## src/rtl/core/lljd_pkg.sv

```systemverilog
// shared widths and constants of the least-loaded job dispatch unit
`default_nettype none

package lljd_pkg;

  localparam int DUR_W  = 16;
  localparam int LOAD_W = 32;
  localparam int JOB_W  = 16;
  localparam int SRV_W  = 4;
  localparam int ACT_W  = 5;
  localparam int ADDR_W = 3;
  localparam int DATA_W = 32;

  // register word index taken from paddr[2]
  localparam logic REG_ACTIVE = 1'b0;

  localparam logic [ACT_W-1:0]  ACTIVE_RESET = 5'd16;
  localparam logic [LOAD_W-1:0] LOAD_MAX     = '1;

  typedef logic [LOAD_W-1:0] load_t;

endpackage

`default_nettype wire

```

## src/rtl/core/least_loaded_job_dispatch_unit.sv

```systemverilog
// least-loaded job dispatch unit: load memory, sequential scan and update
// one job at a time: in_stall is high from acceptance until the write-back
// (idle/accept, n reads of the load memory on its single read port, n =
// effective active server count, a drain step for the last compare, then
// the write-back, which registers the result word and waits on out_stall)
// reset: rst_n synchronous active low; load valid bits cleared at once (loads
// read as zero), job counter zero, active_servers = 16; no clearing pass
`default_nettype none

module least_loaded_job_dispatch_unit import lljd_pkg::*; #(
  parameter int SERVERS = 16
) (
  input  wire logic              clk,
  input  wire logic              rst_n,
  input  wire logic              in_valid,
  output      logic              in_stall,
  input  wire logic [DUR_W-1:0]  in_job_duration,
  output      logic              out_valid,
  input  wire logic              out_stall,
  output      logic [SRV_W-1:0]  out_chosen_server,
  output      logic [JOB_W-1:0]  out_job_number,
  input  wire logic              cfg_psel,
  input  wire logic              cfg_penable,
  input  wire logic              cfg_pwrite,
  input  wire logic [ADDR_W-1:0] cfg_paddr,
  input  wire logic [DATA_W-1:0] cfg_pwdata,
  output      logic [DATA_W-1:0] cfg_prdata,
  output      logic              cfg_pready
);

  localparam int IDX_W = $clog2(SERVERS);
  localparam int CNT_W = $clog2(SERVERS + 1);
  localparam int AW    = (CNT_W > ACT_W) ? CNT_W : ACT_W;

  localparam logic [1:0] ST_IDLE   = 2'd0;
  localparam logic [1:0] ST_SCAN   = 2'd1;
  localparam logic [1:0] ST_LAST   = 2'd2;
  localparam logic [1:0] ST_UPDATE = 2'd3;

  logic [1:0]         state_r, state_nxt;
  logic [ACT_W-1:0]   active_r;
  logic [SERVERS-1:0] valid_r;
  logic [JOB_W-1:0]   job_cnt_r;
  logic [DUR_W-1:0]   dur_r;
  logic [IDX_W-1:0]   idx_r;
  logic [IDX_W-1:0]   cmp_idx_r;
  logic               cmp_vld_r;
  logic               rd_vld_r;
  load_t              rd_data_r;
  load_t              best_load_r;
  logic [IDX_W-1:0]   best_idx_r;
  logic               out_valid_r;
  logic [SRV_W-1:0]   out_srv_r;
  logic [JOB_W-1:0]   out_job_r;

  load_t              mem [SERVERS];

  logic [AW-1:0]      act_ext;
  logic [AW-1:0]      n_eff;
  logic [IDX_W-1:0]   last_idx;
  load_t              cur_load;
  logic               take;
  logic [LOAD_W:0]    sum;
  load_t              sum_sat;
  logic               upd_go;
  logic               in_acc;
  logic               cfg_wr;

  // effective server count, clamped to 1..SERVERS
  always_comb begin
    act_ext = AW'(active_r);
    if (act_ext == '0) begin
      n_eff = AW'(1);
    end else if (act_ext > AW'(SERVERS)) begin
      n_eff = AW'(SERVERS);
    end else begin
      n_eff = act_ext;
    end
    last_idx = IDX_W'(n_eff - AW'(1));
  end

  assign in_acc   = in_valid && !in_stall;
  assign in_stall = (state_r != ST_IDLE);
  assign upd_go   = (state_r == ST_UPDATE) && (!out_valid_r || !out_stall);

  // never-written entries read as zero
  assign cur_load = rd_vld_r ? rd_data_r : '0;
  assign take     = (cmp_idx_r == '0) || (cur_load < best_load_r);

  assign sum     = {1'b0, best_load_r} + (LOAD_W + 1)'(dur_r);
  assign sum_sat = sum[LOAD_W] ? LOAD_MAX : sum[LOAD_W-1:0];

  assign cfg_wr     = cfg_psel && cfg_penable && cfg_pwrite && cfg_pready;
  assign cfg_pready = 1'b1;
  assign cfg_prdata = (cfg_paddr[2] == REG_ACTIVE) ? DATA_W'(active_r) : '0;

  assign out_valid         = out_valid_r;
  assign out_chosen_server = out_srv_r;
  assign out_job_number    = out_job_r;

  always_comb begin
    state_nxt = state_r;
    unique case (state_r)
      ST_IDLE: begin
        if (in_acc) begin
          state_nxt = ST_SCAN;
        end
      end
      ST_SCAN: begin
        if (idx_r == last_idx) begin
          state_nxt = ST_LAST;
        end
      end
      ST_LAST: begin
        state_nxt = ST_UPDATE;
      end
      ST_UPDATE: begin
        if (upd_go) begin
          state_nxt = ST_IDLE;
        end
      end
      default: begin
        state_nxt = ST_IDLE;
      end
    endcase
  end

  // load memory: one read port, one write port
  always_ff @(posedge clk) begin
    if (upd_go) begin
      mem[best_idx_r] <= sum_sat;
    end
    rd_data_r <= mem[idx_r];
  end

  // datapath registers without reset
  always_ff @(posedge clk) begin
    rd_vld_r  <= valid_r[idx_r];
    cmp_idx_r <= idx_r;
    if (in_acc) begin
      dur_r <= in_job_duration;
    end
    // index stops at the last active server so it never leaves the memory
    if (in_acc) begin
      idx_r <= '0;
    end else if (state_r == ST_SCAN && idx_r != last_idx) begin
      idx_r <= idx_r + IDX_W'(1);
    end
    if (cmp_vld_r && take) begin
      best_load_r <= cur_load;
      best_idx_r  <= cmp_idx_r;
    end
    if (upd_go) begin
      out_srv_r <= SRV_W'(best_idx_r);
      out_job_r <= job_cnt_r + JOB_W'(1);
    end
  end

  always_ff @(posedge clk) begin
    if (!rst_n) begin
      state_r     <= ST_IDLE;
      active_r    <= ACTIVE_RESET;
      valid_r     <= '0;
      job_cnt_r   <= '0;
      cmp_vld_r   <= 1'b0;
      out_valid_r <= 1'b0;
    end else begin
      state_r   <= state_nxt;
      cmp_vld_r <= (state_r == ST_SCAN);
      if (cfg_wr && cfg_paddr[2] == REG_ACTIVE) begin
        active_r <= cfg_pwdata[ACT_W-1:0];
      end
      if (upd_go) begin
        valid_r[best_idx_r] <= 1'b1;
        job_cnt_r           <= job_cnt_r + JOB_W'(1);
        out_valid_r         <= 1'b1;
      end else if (!out_stall) begin
        out_valid_r <= 1'b0;
      end
    end
  end

  a_accept_starts_scan: assert property (@(posedge clk) disable iff (!rst_n)
    in_acc |=> (state_r == ST_SCAN && idx_r == '0))
    else $error("accepted job did not start a scan at server zero");

  a_scan_in_range: assert property (@(posedge clk) disable iff (!rst_n)
    (state_r == ST_SCAN) |-> (idx_r <= last_idx))
    else $error("scan index ran past the active servers");

  a_drained_before_write: assert property (@(posedge clk) disable iff (!rst_n)
    upd_go |-> !cmp_vld_r)
    else $error("load write-back while a compare is still pending");

  a_result_number: assert property (@(posedge clk) disable iff (!rst_n)
    upd_go |=> (out_valid_r && out_job_r == job_cnt_r))
    else $error("result word job number differs from job counter");

endmodule

`default_nettype wire
```

## config.mk

```make
export PLATFORM = sky130hd
export DESIGN_NAME = least_loaded_job_dispatch_unit
export DESIGN_NICKNAME = d
export VERILOG_FILES = /design/src/rtl/core/lljd_pkg.sv /design/src/rtl/core/least_loaded_job_dispatch_unit.sv
export SDC_FILE = /design/constraint.sdc
export NUM_CORES = 1
export LEC_CHECK = 0
export CAP_MARGIN = 40
export CORE_AREA = 10 10 272 274
export CTS_CLUSTER_SIZE = 28
export DETAILED_ROUTE_END_ITERATION = 12
export DIE_AREA = 0 0 282 284
export DONT_BUFFER_PORTS = 1
export PLACE_DENSITY_LB_ADDON = 0.1
export SLEW_MARGIN = 25
export SYNTH_ARGS = -nofsm -noshare
export SYNTH_HDL_FRONTEND = slang
export SYNTH_SLANG_ARGS = --single-unit
```

## constraint.sdc

```tcl
create_clock -name clk -period 6 [get_ports clk]
set_clock_uncertainty 0.2 [all_clocks]
set_input_delay 0.9 -clock clk [delete_from_list [all_inputs] [get_ports clk]]
set_output_delay 0.9 -clock clk [all_outputs]
set_load 0.005 [all_outputs]
```

==> impl_metrics.py <==
metrics = {
    "critical_path": {
        "crit_fanout": 12,
        "critical_path_class": "reg2reg",
        "crit_path_end_kind": "register",
        "reg2reg_slack_ns": 1.58,
        "crit_start": "dur_r[0]$_DFFE_PP_",
        "arrival_ns": 4.67,
        "crit_slowest_cell": "o211ai_1",
        "crit_required_ns": 6.25,
        "rr_worst_depth": 9,
        "r2r_end": "mem[2][31]$_DFFE_PP_",
        "crit_buf_inv": 1,
        "critical_path.max_stage_delay_ns": 0.73,
        "crit_path_start_kind": "register",
        "critPathTopFamily": "compound AO/OA/AOI/OAI gates",
        "r2r_start": "dur_r[0]$_DFFE_PP_",
        "crit_chain": "ha_1 > fa_1 > a21oi_1 > o211ai_1 > nand3_1 > a21oi_1 > nand3_1 > a31oi_1 > buf_4",
    },
    "power": {
        "switching_share_pct": 27.9,
        "ir_drop_mv": 0.288,
        "intPower_uw": 9290,
        "power_density_nw_per_um2": 418,
        "netSwitchingPower_uw": 3590,
        "leakage_uw": 0.0105,
        "combinationalPowerShare_pct": 20.2,
        "finalPower_uw": 12900,
        "power_frac_seq_pct": 47.6,
        "power_frac_clock_pct": 32.2,
    },
    "logic_synthesis": {
        "synth_area_um2": 27200,
        "yosysSeqAreaShare_pct": 70.4,
        "synth_edf_count": 584,
        "postSynthAreaPerCell_um2": 16.2,
        "ys_warn_count": 0,
        "syn-instance-count": 1678,
        "async_flop_share_pct": 0,
        "ys_ff_latch": 666,
        "ys_types": 60,
        "ys.flop_type": "edfxtp_1",
    },
    "floorplan": {
        "die_w_um": 282,
        "initial_core_util_pct": 39.9,
        "core_region_area_um2": 68300,
        "dieArea_um2": 80100,
        "fp-row-count": 96,
        "io_pins": 113,
        "die_y_um": 284,
    },
    "min_path": {
        "min_to": "act_ext[4]$_SDFFE_PN1P_",
        "min_from": "rst_n",
        "hp-class": "in2reg",
        "hold_path_depth": 1,
    },
    "timing": {
        "period_share_pct": 73.6,
        "hold_violations": 0,
        "relSlewSlack_pct": 28.8,
        "setup_viol": 0,
        "period_minus_slack_ns": 4.42,
        "fin_setup_tns_ns": 0,
        "slew_viol_final": 0,
        "max_freq_mhz": 226,
        "rsz0062_at_grt": "no",
        "worstMarginPinSlew_ns": 1.07,
    },
    "global_routing": {
        "overflow": 0,
        "antenna_found_initial": 4,
        "grt_max_degree": 121,
        "grt_pass1_wl_um": 99300,
        "grt_pass1_vias": 14900,
        "groute.usage.overall_pct": 16.8,
    },
    "drt": {
        "firstDrtPassIters": 4,
        "drc_errors": 0,
        "routed_wl_um": 67000,
        "postRouteAntennaNets": 0,
        "via_count": 14600,
        "drtIter0Drc": 1160,
        "wl_per_cell_um": 25.1,
        "routed_via_density": 5.46,
    },
    "final_layout": {
        "final-seq-area_um2": 19200,
        "fin_util_pct": 45.1,
        "final_cells": 2668,
        "syn2layout_area_growth_pct": 13.3,
        "fillCellCount": 5950,
        "final_layout_size_suffix_gt1_share_pct": 16.1,
        "multi_input_area_um2": 7650,
        "nets": 1846,
    },
    "cts": {
        "ctsResizeCount": 0,
        "h-tree-depth": 3,
        "clkSlewWorstSetupHoldPaths_ns": 0.06,
        "cts_sinks": 666,
        "postCtsSetupRepairBufs": 0,
        "cts_hold_repair.buffers": 0,
        "cts_tree": "done",
        "clock_path_buffers": 3,
        "cts_root_buf": "clkbuf_16",
        "worstSkewPairLatency_ns": 0.60,
        "cts_buffers": 72,
    },
    "place": {
        "place_congestion": 0.842,
        "dp.cells": 2540,
        "hpwl_um": 39800,
        "portBuffers": 0,
    },
    "flow_run": {
        "max_cap_violations": 0,
    },
    "status": {
        "status": "finished clean",
    },
}
==> logic make-up after synthesis <==
kind of cell	count (synthesis)	share of synthesized area (%)
simple gates	254	4.89
compound gates	308	7.37
other cells	2	0.0276
buf+inv	139	2.42
mux	210	10.9
xor+xnor	43	1.38
flops	666	70.4
fa+ha+maj	56	2.60
==> layout by cell type, fill, tap and decap left out, drive strengths merged, types with 28 or more instances in the layout <==
| master | count |
|---|---|
| edfxtp | 584 |
| mux2i | 108 |
| clkbuf | 105 |
| o21ai | 91 |
| nand2 | 85 |
| dfxtp | 82 |
| a21oi | 73 |
| mux4 | 66 |
| ha | 55 |
| buf | 52 |
| and2 | 47 |
| inv | 40 |
| mux2 | 36 |
| a221oi | 34 |
| a22oi | 33 |
| nor2 | 29 |
| conb | 28 |
==> registers in the layout (all words and copies together) (netlist names), 5 cells and up <==
name            flops
act_ext             5
best_load_r        32
dur_r              16
job_cnt_r          16
mem               512
out_job_number     16
rd_data_r          32
valid_r            16
==> worst max path at each step <==
stage	to	slack, ns	cells after the start
floorplan	best_idx_r[0]$_DFFE_PP_	1.05	9
global placement	mem[0][31]$_DFFE_PP_	1.61	8
detailed placement	mem[2][31]$_DFFE_PP_	1.81	9
CTS	mem[2][31]$_DFFE_PP_	1.78	9
global route	mem[2][31]$_DFFE_PP_	1.35	9
finish	mem[2][31]$_DFFE_PP_	1.58	9
==> per-stage QoR <==
stage / worst slack, ns / instance area, um2 / hold WS (ns)
floorplan: 1.05 / 27300 / 0.126
global placement: 1.61 / 28400 / 0.218
detailed placement: 1.81 / 28700 / 0.220
CTS: 1.78 / 30900 / 0.135
global route: 1.35 / 30900 / 0.155
finish: 1.58 / 30900 / 0.180
==> cells in the mapped netlist (22+ instances only) <==
cell | instances | area (um2)
edfxtp_1 | 584 | 17500
mux2i_1 | 108 | 1080
a221oi_1 | 33 | 289
mux4_2 | 66 | 1490
a22oi_1 | 33 | 248
buf_4 | 28 | 210
dfxtp_1 | 82 | 1640
mux2_2 | 36 | 405
o21ai_0 | 91 | 455
buf_2 | 27 | 135
clkbuf_1 | 40 | 150
nand2_1 | 85 | 319
and2_1 | 47 | 294
a21oi_1 | 72 | 360
nor2_1 | 29 | 109
ha_1 | 55 | 688
xor2_1 | 22 | 193
inv_1 | 40 | 150
==> final cells by class <==
cell class	instances	area share, %
Clock buffer	105	6.57
Antenna cell	2	0.0162
Multi-Input combinational cell	899	24.8
Inverter	40	0.487
Clock inverter	21	0.495
Tap cell	882	3.58
Sequential cell	666	62.2
Timing Repair Buffer	53	1.87
==> per-layer routing <==
| layer | track usage, % | routed length, um |
|---|---|---|
| met1 | 23.1 | 30600 |
| met5 | 0 | 13 |
| met2 | 26.6 | 31600 |
| met4 | 4.35 | 1510 |
| met3 | 3.35 | 3280 |
==> power groups by stage <==
stage	Clock [uW]	Sequential, uW	Combinational (uW)
floorplan	0	6110	1840
finish	4150	6130	2610
global route	4460	6160	2880
detailed placement	0	6230	2620
global placement	0	6230	2510
CTS	4280	6130	2630
Note: power is estimated with default switching activity, not from simulation.
